[src/rtl/core/pevr_pkg.sv]
// ----------------------------------------------------------------------------
// pevr_pkg: shared types and constants
// Payload structs, channel codes and register indexes for the per-position
// event rate block.
// ----------------------------------------------------------------------------
package pevr_pkg;

   localparam int unsigned DATA_W     = 32;
   localparam int unsigned LEN_W      = 21;
   localparam int unsigned POS_W      = 20;
   localparam int unsigned RATE_W     = 17;
   localparam int unsigned SE_W       = 16;
   localparam int unsigned CSR_ADDR_W = 3;

   // fractional bits of the rate quotient and bits of the error quotient
   localparam int unsigned RATE_BITS  = 16;
   localparam int unsigned QUO_BITS   = 32;
   localparam int unsigned ROOT_BITS  = 16;

   localparam logic [RATE_W-1:0] RATE_ONE        = 17'h10000;
   localparam logic [SE_W-1:0]   SE_MAX          = 16'hFFFF;
   localparam logic [DATA_W-1:0] MIN_DEPTH_RESET = 32'd256;

   typedef enum logic [1:0] {
      CH_MISMATCH    = 2'd0,
      CH_INSERTION   = 2'd1,
      CH_DELETION    = 2'd2,
      CH_TERMINATION = 2'd3
   } channel_type;

   localparam logic [CSR_ADDR_W-1:0] CSR_CHANNEL    = 3'd0;
   localparam logic [CSR_ADDR_W-1:0] CSR_MIN_DEPTH  = 3'd1;
   localparam logic [CSR_ADDR_W-1:0] CSR_MASK_5P    = 3'd2;
   localparam logic [CSR_ADDR_W-1:0] CSR_MASK_3P    = 3'd3;
   localparam logic [CSR_ADDR_W-1:0] CSR_REF_LENGTH = 3'd4;

   typedef struct packed {
      logic [DATA_W-1:0] events;
      logic [DATA_W-1:0] coverage;
      logic [DATA_W-1:0] read_ends;
   } req_payload_type;

   typedef struct packed {
      logic [POS_W-1:0]  position;
      logic              reported;
      logic [RATE_W-1:0] rate;
      logic [SE_W-1:0]   std_error;
      logic              last;
   } rsp_payload_type;

endpackage

[src/rtl/core/position_event_rate_with_error.sv]
// ----------------------------------------------------------------------------
// position_event_rate_with_error: per-position event rate and standard error
// Tests per-position event counts against the channel's depth and reports
// the Q1.16 rate and its binomial standard error, one position per item.
// ----------------------------------------------------------------------------
// One item is taken at a time. An item that is not reported or whose rate
// saturates at one skips the divider; one whose error saturates skips the
// error divide and the square root. One shared restoring divider gives one
// quotient bit per cycle (16 rate bits, then 32 bits of rate*(1-rate)/depth),
// and a digit-by-digit square root gives one root bit per cycle (16). Setup,
// multiply, range check and the output load each take a state of their own.
// The next item is taken in the cycle after its result is loaded. A deletion
// item at the first position gives no result and frees the input after
// setup. The deletion channel's closing item gives its second result from a
// state of its own. A finished result sits in the output register, so the
// next item is taken while it waits; a result that finds the output register
// still stalled holds the input until it moves in.
module position_event_rate_with_error #(
   parameter int unsigned MAX_POSITIONS = 1048576
) (
   input  logic                                clock,
   input  logic                                reset,
   input  logic                                req_valid,
   output logic                                req_stall,
   input  pevr_pkg::req_payload_type           req_data,
   output logic                                rsp_valid,
   input  logic                                rsp_stall,
   output pevr_pkg::rsp_payload_type           rsp_data,
   input  logic                                csr_we,
   input  logic [pevr_pkg::CSR_ADDR_W-1:0]     csr_addr,
   input  logic [pevr_pkg::DATA_W-1:0]         csr_wdata
);
   import pevr_pkg::*;

   localparam int unsigned LEN_MAX = 2**LEN_W - 1;
   localparam int unsigned LEN_CAP = (MAX_POSITIONS < LEN_MAX) ? MAX_POSITIONS : LEN_MAX;
   localparam logic [LEN_W-1:0] LEN_CAP_V = LEN_W'(LEN_CAP);
   localparam int unsigned CNT_W = 6;

   typedef enum logic [3:0] {
      ST_IDLE,
      ST_PREP,
      ST_RDIV,
      ST_MUL,
      ST_SPREP,
      ST_SDIV,
      ST_SQRT,
      ST_DONE,
      ST_SECOND
   } state_type;

   state_type         state_ff, state_in;

   // configuration
   channel_type       channel_ff, channel_in;
   logic [DATA_W-1:0] min_depth_ff, min_depth_in;
   logic [LEN_W-1:0]  mask_5p_ff, mask_5p_in;
   logic [LEN_W-1:0]  mask_3p_ff, mask_3p_in;
   logic [LEN_W-1:0]  ref_len_ff, ref_len_in;

   // run state
   logic [LEN_W-1:0]  pos_cnt_ff, pos_cnt_in;
   logic [DATA_W-1:0] held_ff, held_in;

   // latched item
   logic [DATA_W-1:0] ev_ff, ev_in;
   logic [DATA_W-1:0] cov_ff, cov_in;
   logic [DATA_W-1:0] ends_ff, ends_in;

   // current result
   logic [LEN_W-1:0]  jpos_ff, jpos_in;
   logic [DATA_W-1:0] jdepth_ff, jdepth_in;
   logic              jlast_ff, jlast_in;
   logic              jrep_ff, jrep_in;
   logic              second_ff, second_in;
   logic [LEN_W-1:0]  pos2_ff, pos2_in;
   logic [RATE_W-1:0] rate_ff, rate_in;
   logic [SE_W-1:0]   se_ff, se_in;

   // shared divider / square root datapath
   logic [DATA_W-1:0] rem_ff, rem_in;
   logic [DATA_W-1:0] dvd_ff, dvd_in;
   logic [DATA_W-1:0] quo_ff, quo_in;
   logic [33:0]       prod_ff, prod_in;
   logic [17:0]       sq_rem_ff, sq_rem_in;
   logic [SE_W-1:0]   sq_root_ff, sq_root_in;
   logic [CNT_W-1:0]  cnt_ff, cnt_in;

   logic              rsp_valid_ff, rsp_valid_in;
   rsp_payload_type   rsp_ff, rsp_in;

   logic              req_acc, out_free;
   logic [LEN_W-1:0]  len_c;
   logic              final_c;
   logic [DATA_W-1:0] decide_c;
   logic              job_valid, job_second, job_last, job_rep;
   logic [LEN_W-1:0]  job_pos;
   logic [DATA_W-1:0] job_ev, job_depth;
   logic [32:0]       div_sh, div_diff;
   logic              div_ge;
   logic [19:0]       sq_sh, sq_trial;
   logic              sq_ge;
   logic [RATE_W-1:0] r_c, rc_c;
   logic              sat_c;

   // a position at or past the length counts as masked
   function automatic logic is_masked(input logic [LEN_W-1:0] p,
                                      input logic [LEN_W-1:0] n,
                                      input logic [LEN_W-1:0] m5,
                                      input logic [LEN_W-1:0] m3);
      logic [LEN_W-1:0] left;
      left = n - p;
      return (p >= n) || (p < m5) || (left <= m3);
   endfunction

   assign req_acc   = req_valid && !req_stall;
   assign req_stall = (state_ff != ST_IDLE);
   assign out_free  = !rsp_valid_ff || !rsp_stall;
   assign rsp_valid = rsp_valid_ff;
   assign rsp_data  = rsp_ff;

   assign len_c    = (ref_len_ff == '0) ? LEN_W'(1) :
                     (ref_len_ff > LEN_CAP_V) ? LEN_CAP_V : ref_len_ff;
   assign final_c  = ({1'b0, pos_cnt_ff} + (LEN_W+1)'(1)) >= {1'b0, len_c};
   assign decide_c = (cov_ff > ends_ff) ? (cov_ff - ends_ff) : '0;

   // pick the result that this item produces
   always_comb begin
      job_valid  = 1'b1;
      job_second = 1'b0;
      job_pos    = pos_cnt_ff;
      job_ev     = ev_ff;
      job_depth  = cov_ff;
      job_last   = final_c;
      unique case (channel_ff)
         CH_INSERTION: begin
            job_depth = decide_c;
         end
         CH_DELETION: begin
            job_valid  = (pos_cnt_ff != '0);
            job_second = final_c;
            job_pos    = pos_cnt_ff - LEN_W'(1);
            job_ev     = held_ff;
            job_depth  = decide_c;
            job_last   = 1'b0;
         end
         CH_MISMATCH, CH_TERMINATION: begin
            job_depth = cov_ff;
         end
      endcase
      job_rep = (job_depth != '0) && (job_depth >= min_depth_ff) &&
                !is_masked(job_pos, len_c, mask_5p_ff, mask_3p_ff);
   end

   assign div_sh   = {rem_ff, dvd_ff[DATA_W-1]};
   assign div_ge   = div_sh >= {1'b0, jdepth_ff};
   assign div_diff = div_sh - {1'b0, jdepth_ff};
   assign sq_sh    = {sq_rem_ff, dvd_ff[DATA_W-1 -: 2]};
   assign sq_trial = {2'b00, sq_root_ff, 2'b01};
   assign sq_ge    = sq_sh >= sq_trial;
   assign r_c      = {1'b0, quo_ff[RATE_BITS-1:0]};
   assign rc_c     = RATE_ONE - r_c;
   // error quotient reaches 2^32 (root saturates) when prod/2^24 >= depth
   assign sat_c    = {22'b0, prod_ff[33:24]} >= jdepth_ff;

   always_comb begin
      state_in     = state_ff;
      channel_in   = channel_ff;
      min_depth_in = min_depth_ff;
      mask_5p_in   = mask_5p_ff;
      mask_3p_in   = mask_3p_ff;
      ref_len_in   = ref_len_ff;
      pos_cnt_in   = pos_cnt_ff;
      held_in      = held_ff;
      ev_in        = ev_ff;
      cov_in       = cov_ff;
      ends_in      = ends_ff;
      jpos_in      = jpos_ff;
      jdepth_in    = jdepth_ff;
      jlast_in     = jlast_ff;
      jrep_in      = jrep_ff;
      second_in    = second_ff;
      pos2_in      = pos2_ff;
      rate_in      = rate_ff;
      se_in        = se_ff;
      rem_in       = rem_ff;
      dvd_in       = dvd_ff;
      quo_in       = quo_ff;
      prod_in      = prod_ff;
      sq_rem_in    = sq_rem_ff;
      sq_root_in   = sq_root_ff;
      cnt_in       = cnt_ff;
      rsp_in       = rsp_ff;
      rsp_valid_in = rsp_valid_ff && rsp_stall;

      if (csr_we) begin
         unique case (csr_addr)
            CSR_CHANNEL:    channel_in   = channel_type'(csr_wdata[1:0]);
            CSR_MIN_DEPTH:  min_depth_in = csr_wdata;
            CSR_MASK_5P:    mask_5p_in   = csr_wdata[LEN_W-1:0];
            CSR_MASK_3P:    mask_3p_in   = csr_wdata[LEN_W-1:0];
            CSR_REF_LENGTH: ref_len_in   = csr_wdata[LEN_W-1:0];
            default: ;
         endcase
      end

      unique case (state_ff)
         ST_IDLE: begin
            if (req_acc) begin
               ev_in    = req_data.events;
               cov_in   = req_data.coverage;
               ends_in  = req_data.read_ends;
               state_in = ST_PREP;
            end
         end
         ST_PREP: begin
            pos_cnt_in = final_c ? '0 : pos_cnt_ff + LEN_W'(1);
            held_in    = ev_ff;
            jpos_in    = job_pos;
            jdepth_in  = job_depth;
            jlast_in   = job_last;
            jrep_in    = job_rep;
            second_in  = job_second;
            pos2_in    = pos_cnt_ff;
            rate_in    = '0;
            se_in      = '0;
            rem_in     = job_ev;
            dvd_in     = '0;
            quo_in     = '0;
            cnt_in     = CNT_W'(RATE_BITS);
            if (!job_valid) begin
               state_in = job_second ? ST_SECOND : ST_IDLE;
            end else if (!job_rep) begin
               state_in = ST_DONE;
            end else if (job_ev >= job_depth) begin
               // rate saturates at one, error is zero
               rate_in  = RATE_ONE;
               state_in = ST_DONE;
            end else begin
               state_in = ST_RDIV;
            end
         end
         ST_RDIV, ST_SDIV: begin
            rem_in = div_ge ? div_diff[DATA_W-1:0] : div_sh[DATA_W-1:0];
            dvd_in = {dvd_ff[DATA_W-2:0], 1'b0};
            quo_in = {quo_ff[DATA_W-2:0], div_ge};
            cnt_in = cnt_ff - CNT_W'(1);
            if (cnt_ff == CNT_W'(1)) begin
               if (state_ff == ST_RDIV) begin
                  state_in = ST_MUL;
               end else begin
                  dvd_in     = {quo_ff[DATA_W-2:0], div_ge};
                  sq_rem_in  = '0;
                  sq_root_in = '0;
                  cnt_in     = CNT_W'(ROOT_BITS);
                  state_in   = ST_SQRT;
               end
            end
         end
         ST_MUL: begin
            rate_in  = r_c;
            prod_in  = {17'b0, r_c} * {17'b0, rc_c};
            state_in = ST_SPREP;
         end
         ST_SPREP: begin
            if (sat_c) begin
               se_in    = SE_MAX;
               state_in = ST_DONE;
            end else begin
               rem_in   = {22'b0, prod_ff[33:24]};
               dvd_in   = {prod_ff[23:0], 8'b0};
               quo_in   = '0;
               cnt_in   = CNT_W'(QUO_BITS);
               state_in = ST_SDIV;
            end
         end
         ST_SQRT: begin
            sq_rem_in  = sq_ge ? 18'(sq_sh - sq_trial) : sq_sh[17:0];
            sq_root_in = {sq_root_ff[SE_W-2:0], sq_ge};
            dvd_in     = {dvd_ff[DATA_W-3:0], 2'b00};
            cnt_in     = cnt_ff - CNT_W'(1);
            if (cnt_ff == CNT_W'(1)) begin
               se_in    = {sq_root_ff[SE_W-2:0], sq_ge};
               state_in = ST_DONE;
            end
         end
         ST_DONE: begin
            if (out_free) begin
               rsp_valid_in       = 1'b1;
               rsp_in.position    = jpos_ff[POS_W-1:0];
               rsp_in.reported    = jrep_ff;
               rsp_in.rate        = rate_ff;
               rsp_in.std_error   = se_ff;
               rsp_in.last        = jlast_ff;
               state_in           = second_ff ? ST_SECOND : ST_IDLE;
            end
         end
         ST_SECOND: begin
            // closing deletion position: depth zero, never reported
            if (out_free) begin
               rsp_valid_in       = 1'b1;
               rsp_in.position    = pos2_ff[POS_W-1:0];
               rsp_in.reported    = 1'b0;
               rsp_in.rate        = '0;
               rsp_in.std_error   = '0;
               rsp_in.last        = 1'b1;
               state_in           = ST_IDLE;
            end
         end
         default: state_in = ST_IDLE;
      endcase
   end

   always_ff @(posedge clock) begin
      if (reset) begin
         state_ff     <= ST_IDLE;
         channel_ff   <= CH_MISMATCH;
         min_depth_ff <= MIN_DEPTH_RESET;
         mask_5p_ff   <= '0;
         mask_3p_ff   <= '0;
         ref_len_ff   <= LEN_W'(1);
         pos_cnt_ff   <= '0;
         held_ff      <= '0;
         rsp_valid_ff <= 1'b0;
         cnt_ff       <= '0;
         second_ff    <= 1'b0;
      end else begin
         state_ff     <= state_in;
         channel_ff   <= channel_in;
         min_depth_ff <= min_depth_in;
         mask_5p_ff   <= mask_5p_in;
         mask_3p_ff   <= mask_3p_in;
         ref_len_ff   <= ref_len_in;
         pos_cnt_ff   <= pos_cnt_in;
         held_ff      <= held_in;
         rsp_valid_ff <= rsp_valid_in;
         cnt_ff       <= cnt_in;
         second_ff    <= second_in;
      end
      ev_ff      <= ev_in;
      cov_ff     <= cov_in;
      ends_ff    <= ends_in;
      jpos_ff    <= jpos_in;
      jdepth_ff  <= jdepth_in;
      jlast_ff   <= jlast_in;
      jrep_ff    <= jrep_in;
      pos2_ff    <= pos2_in;
      rate_ff    <= rate_in;
      se_ff      <= se_in;
      rem_ff     <= rem_in;
      dvd_ff     <= dvd_in;
      quo_ff     <= quo_in;
      prod_ff    <= prod_in;
      sq_rem_ff  <= sq_rem_in;
      sq_root_ff <= sq_root_in;
      rsp_ff     <= rsp_in;
   end

   a_unreported_zero: assert property (@(posedge clock) disable iff (reset)
      rsp_valid_ff && !rsp_ff.reported |-> rsp_ff.rate == '0 && rsp_ff.std_error == '0)
      else $error("unreported item carries a nonzero rate or error");

   a_rate_range: assert property (@(posedge clock) disable iff (reset)
      rsp_valid_ff |-> rsp_ff.rate <= RATE_ONE)
      else $error("rate above one");

   a_second_wraps: assert property (@(posedge clock) disable iff (reset)
      state_ff == ST_SECOND |-> pos_cnt_ff == '0)
      else $error("closing result pending but position count did not wrap");

   a_accept_prep: assert property (@(posedge clock) disable iff (reset)
      req_acc |=> state_ff == ST_PREP)
      else $error("accepted item not taken into setup");

endmodule

[config.mk]
export PLATFORM = sky130hd
export DESIGN_NAME = position_event_rate_with_error
export DESIGN_NICKNAME = d
export VERILOG_FILES = /design/src/rtl/core/pevr_pkg.sv /design/src/rtl/core/position_event_rate_with_error.sv
export SDC_FILE = /design/constraint.sdc
export NUM_CORES = 2
export LEC_CHECK = 0
export BUFFER_PORTS_ARGS = -buffer_cell sky130_fd_sc_hd__buf_4
export CAP_MARGIN = 20
export CORE_MARGIN = 3
export CORE_UTILIZATION = 27
export CTS_CLUSTER_SIZE = 10
export DETAILED_ROUTE_END_ITERATION = 8
export PLACE_DENSITY_LB_ADDON = 0.3
export SLEW_MARGIN = 20
export SYNTH_ARGS = -nofsm -noshare
export SYNTH_HDL_FRONTEND = slang
export SYNTH_SLANG_ARGS = --single-unit
[constraint.sdc]
create_clock -name clock -period 7.45 [get_ports clock]
set_input_delay 0.745 -clock clock [delete_from_list [all_inputs] [get_ports clock]]
set_output_delay 0.745 -clock clock [all_outputs]
set_load 0.05 [all_outputs]
# After elaboration in Yosys (flattened, before gate mapping)
# Cells that the tools add are included.
# totals
mem_count	0
inputBits	136
latchBits	0
out_inout_bits	57
ff_bits	583
romBits	0
ram_bits	0
elab_cells	171
# op_classes
eq_ne	24
bitwise	0
n_reduce_logical	40
mux	54
mul	1
shifts	0
n_addsub	9
order_cmp	11
div	0
# op_table
cell	count
32-bit two-way mux	7
32-bit one-hot mux with 4 select lines	1
55-bit two-way mux	2
55-bit one-hot mux with 2 select lines	1
32-bit one-hot mux with 3 select lines	1
31-bit one-hot mux with 3 select lines	1
21-bit two-way mux	4
32-bit >= comparator	2
16-bit two-way mux	4
32-bit one-hot mux with 2 select lines	1
32-bit subtractor	2
18-bit two-way mux	3
17-bit two-way mux	3
16-bit one-hot mux with 3 select lines	1
18-bit one-hot mux with 2 select lines	1
17-bit one-hot mux with 2 select lines	1
33-bit by 32-bit >= comparator with 1-bit output	1
16-bit by 17-bit multiplier with 33-bit output	1
10-bit by 32-bit >= comparator with 1-bit output	1
32-bit greater-than comparator	1
4-bit two-way mux	8
16-bit one-hot mux with 2 select lines	1
4-bit one-hot mux with 8 select lines	1
32-bit nonzero test	1
45 further kinds	89

# Logic depth before layout (Yosys ltp)
# logic_depth
depth_word	11
ltp_mapped	35
depth_no_buf	32

# Least setup slack after synthesis
# Ideal clock, no wire load.
# synth_path
path_kind	register -> register
start	reg quo_ff[0]
end	reg prod_ff[32], data pin
path_stages_with_launch	35
n_path_buf	3
period_less_slack_ns	7.926
setup_ns	0.260
required_ns	7.190
slack_ns	-0.476
t_arrival_ns	7.667
cell_sequence	edfxtp_1 inv_1 clkbuf_1 ha_1 nor3b_1 nand2b_1 nor3b_1 nand2b_1 nor2_1 ha_1 clkbuf_1 nand2b_1 fa_1 inv_1 fa_1 inv_1 fa_1 inv_1 fa_1 inv_1 fa_1 inv_1 fa_1 ha_1 clkbuf_1 a21o_1 a21oi_1 o21ai_0 a31oi_1 nor2b_1 a311o_1 a31oi_1 o21ai_0 a21oi_1 xnor2_1
# synth_via
elab_chain_cells	2
# synth_rtl
element	line_no	rtl
start, declared	position_event_rate_with_error.sv:83	logic [DATA_W-1:0] quo_ff, quo_in;
start signal, assigned	position_event_rate_with_error.sv:352	quo_ff <= quo_in;
17-bit by 16-bit subtractor with 17-bit output	position_event_rate_with_error.sv:162	assign rc_c = RATE_ONE - r_c;
16-bit by 17-bit multiplier with 33-bit output (*)	position_event_rate_with_error.sv:262	prod_in = {17'b0, r_c} * {17'b0, rc_c};
end signal, assigned	position_event_rate_with_error.sv:353	prod_ff <= prod_in;
end, declared	position_event_rate_with_error.sv:84	logic [33:0] prod_ff, prod_in;
# Every way passes the cells marked *; elsewhere a longest branch is shown, timed or not.
# A chain may end at the register's enable or synchronous reset.

# Final worst setup path
# layout_path
start	reg quo_ff[0]
end	reg prod_ff[29], data pin
# Same word-level chain as after synthesis.

==> reports/summary.json <==
{
  "synthCells": 4294,
  "start_util_pct": 27.4,
  "final_critical_path_required_period_ns": 7.45,
  "grt_first_pass_wirelength_um": 184000,
  "worst_path_most_repeated_cell": "sky130_fd_sc_hd__fa_1",
  "tritoncts_clock_tree": "built",
  "vias_in_the_first_global_route": 30967,
  "critical-path-max-stage-delay_ns": 0.50,
  "timing.critical_path.from": "quo_ff[0]",
  "post_synth_instance_area_sq_mm": 0.0418,
  "synth.ff_latch_count": 582,
  "cell_row_count": 143,
  "fp.dieArea_sq_mm": 0.160,
  "cp_max_fo": 4,
  "cap_violations": 0,
  "clock-skew-final_ns": 0.0202,
  "fin_setup_tns_ns": 0,
  "crit_path_top_delay_cell": "sky130_fd_sc_hd__fa_1",
  "grt_setup_unrepaired": "yes",
  "cts_root_buf": "sky130_fd_sc_hd__clkbuf_16",
  "worst_slack_ns": 0.00429,
  "hpwl_um": 89000,
  "setup.worst_path.class": "flip-flop to flip-flop",
  "post_drt_via_cell_ratio": 4.76,
  "final_replace_weighted_congestion": 0.870,
  "cts.hold.buffers_added": 0,
  "crit_required_ns": 7.84,
  "dominantRegCellSynth": "sky130_fd_sc_hd__edfxtp_1",
  "drt_initial_violations": 2311,
  "drive_gt1_share_pct": 12.6,
  "synth-edff-count": 420,
  "worst_pin_slew_ns": 1.08,
  "grt_overflow": 0,
  "ys_async_sr_fraction_pct": 0,
  "final_net_count": 5221,
  "yosysTopAreaCellShare_pct": 30.2,
  "detailroute.via_count": 31372,
  "synth_largest_area_cell": "sky130_fd_sc_hd__edfxtp_1",
  "timing.max_slew.rel_slack_pct": 28.2,
  "fin_crit_sh_pct": 99.9,
  "ioPinCount": 193,
  "worstSetupStartpointType": "flip-flop",
  "crit_path_end_kind": "flip-flop",
  "layout.cells.most_common_list": "sky130_fd_sc_hd__inv_1, sky130_fd_sc_hd__nand2_1, sky130_fd_sc_hd__edfxtp_1",
  "cells_on_worst_hold_path": 1,
  "ctsHtreeMaxLevel": 3,
  "worstPathArrival_ns": 7.84,
  "wire_per_inst_um": 17.9,
  "area_delta_synth_final_pct": 16.3,
  "largest_register_ff_count": 55,
  "placeableCoreArea_sq_mm": 0.153,
  "final-max-slew-violation-count": 0,
  "fmax_mhz": 134,
  "syn_area_per_cell_sq_um": 9.73,
  "min_from": "req_data[64]",
  "drcViolationCount": 0,
  "clk_path_buf_depth": 3,
  "grt.total_usage_pct": 14.7,
  "grt_antenna_before_repair": 8,
  "detail_route.wirelength_um": 118000,
  "place_worst_setup_slack_ns": -0.521,
  "die_outline_height_um": 399,
  "setup_viol_count_final": 0,
  "antenna_left": 0,
  "synth_warnings": 0,
  "synth_top_cells_by_area": "sky130_fd_sc_hd__edfxtp_1, sky130_fd_sc_hd__ha_1, sky130_fd_sc_hd__fa_1, sky130_fd_sc_hd__dfxtp_1, sky130_fd_sc_hd__inv_1",
  "final-hold-violation-count": 0,
  "die_w_um": 399,
  "outcome": "finished, final reports clean",
  "min-delay-path-class": "input pin to flip-flop",
  "fillers": 15975,
  "grt_start_max_net_pins": 69,
  "clk_pin_slew_ns": 0.06,
  "firstDrtPassIters": 5,
  "numCtsBuffers": 73,
  "yosys.cell_types.count": 102,
  "port-buffer-count": 192,
  "worstSkewPairLatency_ns": 0.66,
  "postLayoutCoreUtil_pct": 31.8,
  "ff2ff_path_depth": 32,
  "worstReg2RegStart": "quo_ff[0]",
  "mostFrequentLayoutCell": "sky130_fd_sc_hd__inv_1",
  "seq_area_frac_synth_pct": 37.9,
  "cts_num_sinks": 582
}
worst max-delay path: cells and delay by family, from the launching register on:
family	cells	cell delay (ns)
fa+ha+maj	9	3.63
simple gates	11	1.65
compound gates	3	0.81
buf+inv	8	0.55
flops	1	0.43
xor+xnor	1	0.09
routing by layer:
metal	global-route usage [%]	vias to the layer above	share of wire (%)
met5	0	-	0.023
met4	3.98	4	2.5
met3	2.68	147	5.4
met2	21.7	702	43
met1	21.9	15320	50
li1	-	15199	-
layout make-up:
class	count	area (sq um)	share of cell area, %
clock buffers	106	2020	4.16
inverters	529	1990	4.09
multi-input cells	2995	23600	48.5
repair buffers	329	2480	5.10
diodes	4	10.0	0.0206
well taps	2030	2540	5.22
flip-flops and latches	582	15900	32.6
clock inverters	20	169	0.347
kinds of logic after synthesis:
family	share of synthesized area (%)
simple gates	16.1
xor+xnor	2.91
mux	2.86
buf+inv	6.67
fa+ha+maj	21.0
other cells	0.0180
compound gates	12.5
flops	37.9
synthesized netlist by cell type, types with 25 or more instances:
master                       n
sky130_fd_sc_hd__inv_1     524
sky130_fd_sc_hd__clkbuf_1  164
sky130_fd_sc_hd__nand2_1   439
sky130_fd_sc_hd__mux2_2     51
sky130_fd_sc_hd__a21o_1     73
sky130_fd_sc_hd__o211ai_1   25
sky130_fd_sc_hd__and3_1     25
sky130_fd_sc_hd__nor4_1     36
sky130_fd_sc_hd__ha_1      364
sky130_fd_sc_hd__and2_1     71
sky130_fd_sc_hd__nand3_1    92
sky130_fd_sc_hd__a21oi_1   307
sky130_fd_sc_hd__dfxtp_1   162
sky130_fd_sc_hd__xor2_1     38
sky130_fd_sc_hd__nand2b_1  181
sky130_fd_sc_hd__nor3_1     59
sky130_fd_sc_hd__xnor2_1    99
sky130_fd_sc_hd__nor2_1    187
sky130_fd_sc_hd__edfxtp_1  420
sky130_fd_sc_hd__mux2i_1    62
sky130_fd_sc_hd__a22oi_1    30
sky130_fd_sc_hd__o21ai_0   155
sky130_fd_sc_hd__fa_1      211
sky130_fd_sc_hd__nor2b_1   112
sky130_fd_sc_hd__nand4_1    34
stage by stage:
| stage | instance area, sq um | hold slack (ns) | cells |
|---|---|---|---|
| 2_1_floorplan | 41900 | 0.403 | 4306 |
| 3_3_place_gp | 46100 | 0.438 | 6457 |
| 3_5_place_dp | 46100 | 0.443 | 6457 |
| 4_1_cts | 48500 | 0.196 | 6590 |
| 5_1_grt | 48600 | 0.219 | 6592 |
| 6_report | 48600 | 0.261 | 6595 |
repair_timing:
| action | 4_1_cts | 5_1_grt |
|---|---|---|
| setup buffers | 7 | 1 |
| hold endpoints to repair | 0 | 0 |
| resized for setup | 26 | 25 |
| endpoints found under the setup margin | 9 | 13 |
| pin swaps | 22 | 29 |
worst paths after layout:
check	to	slack (ns)
setup / recovery	prod_ff[29]	0.004
hold / removal	ev_ff[0]	0.26
setup reg to reg	prod_ff[29]	0.004
hold reg to reg	held_ff[15]	0.45
Power is left out: the tool's default activity adds up to more than one toggle a clock period on the data nets, which glitch-free logic cannot reach.
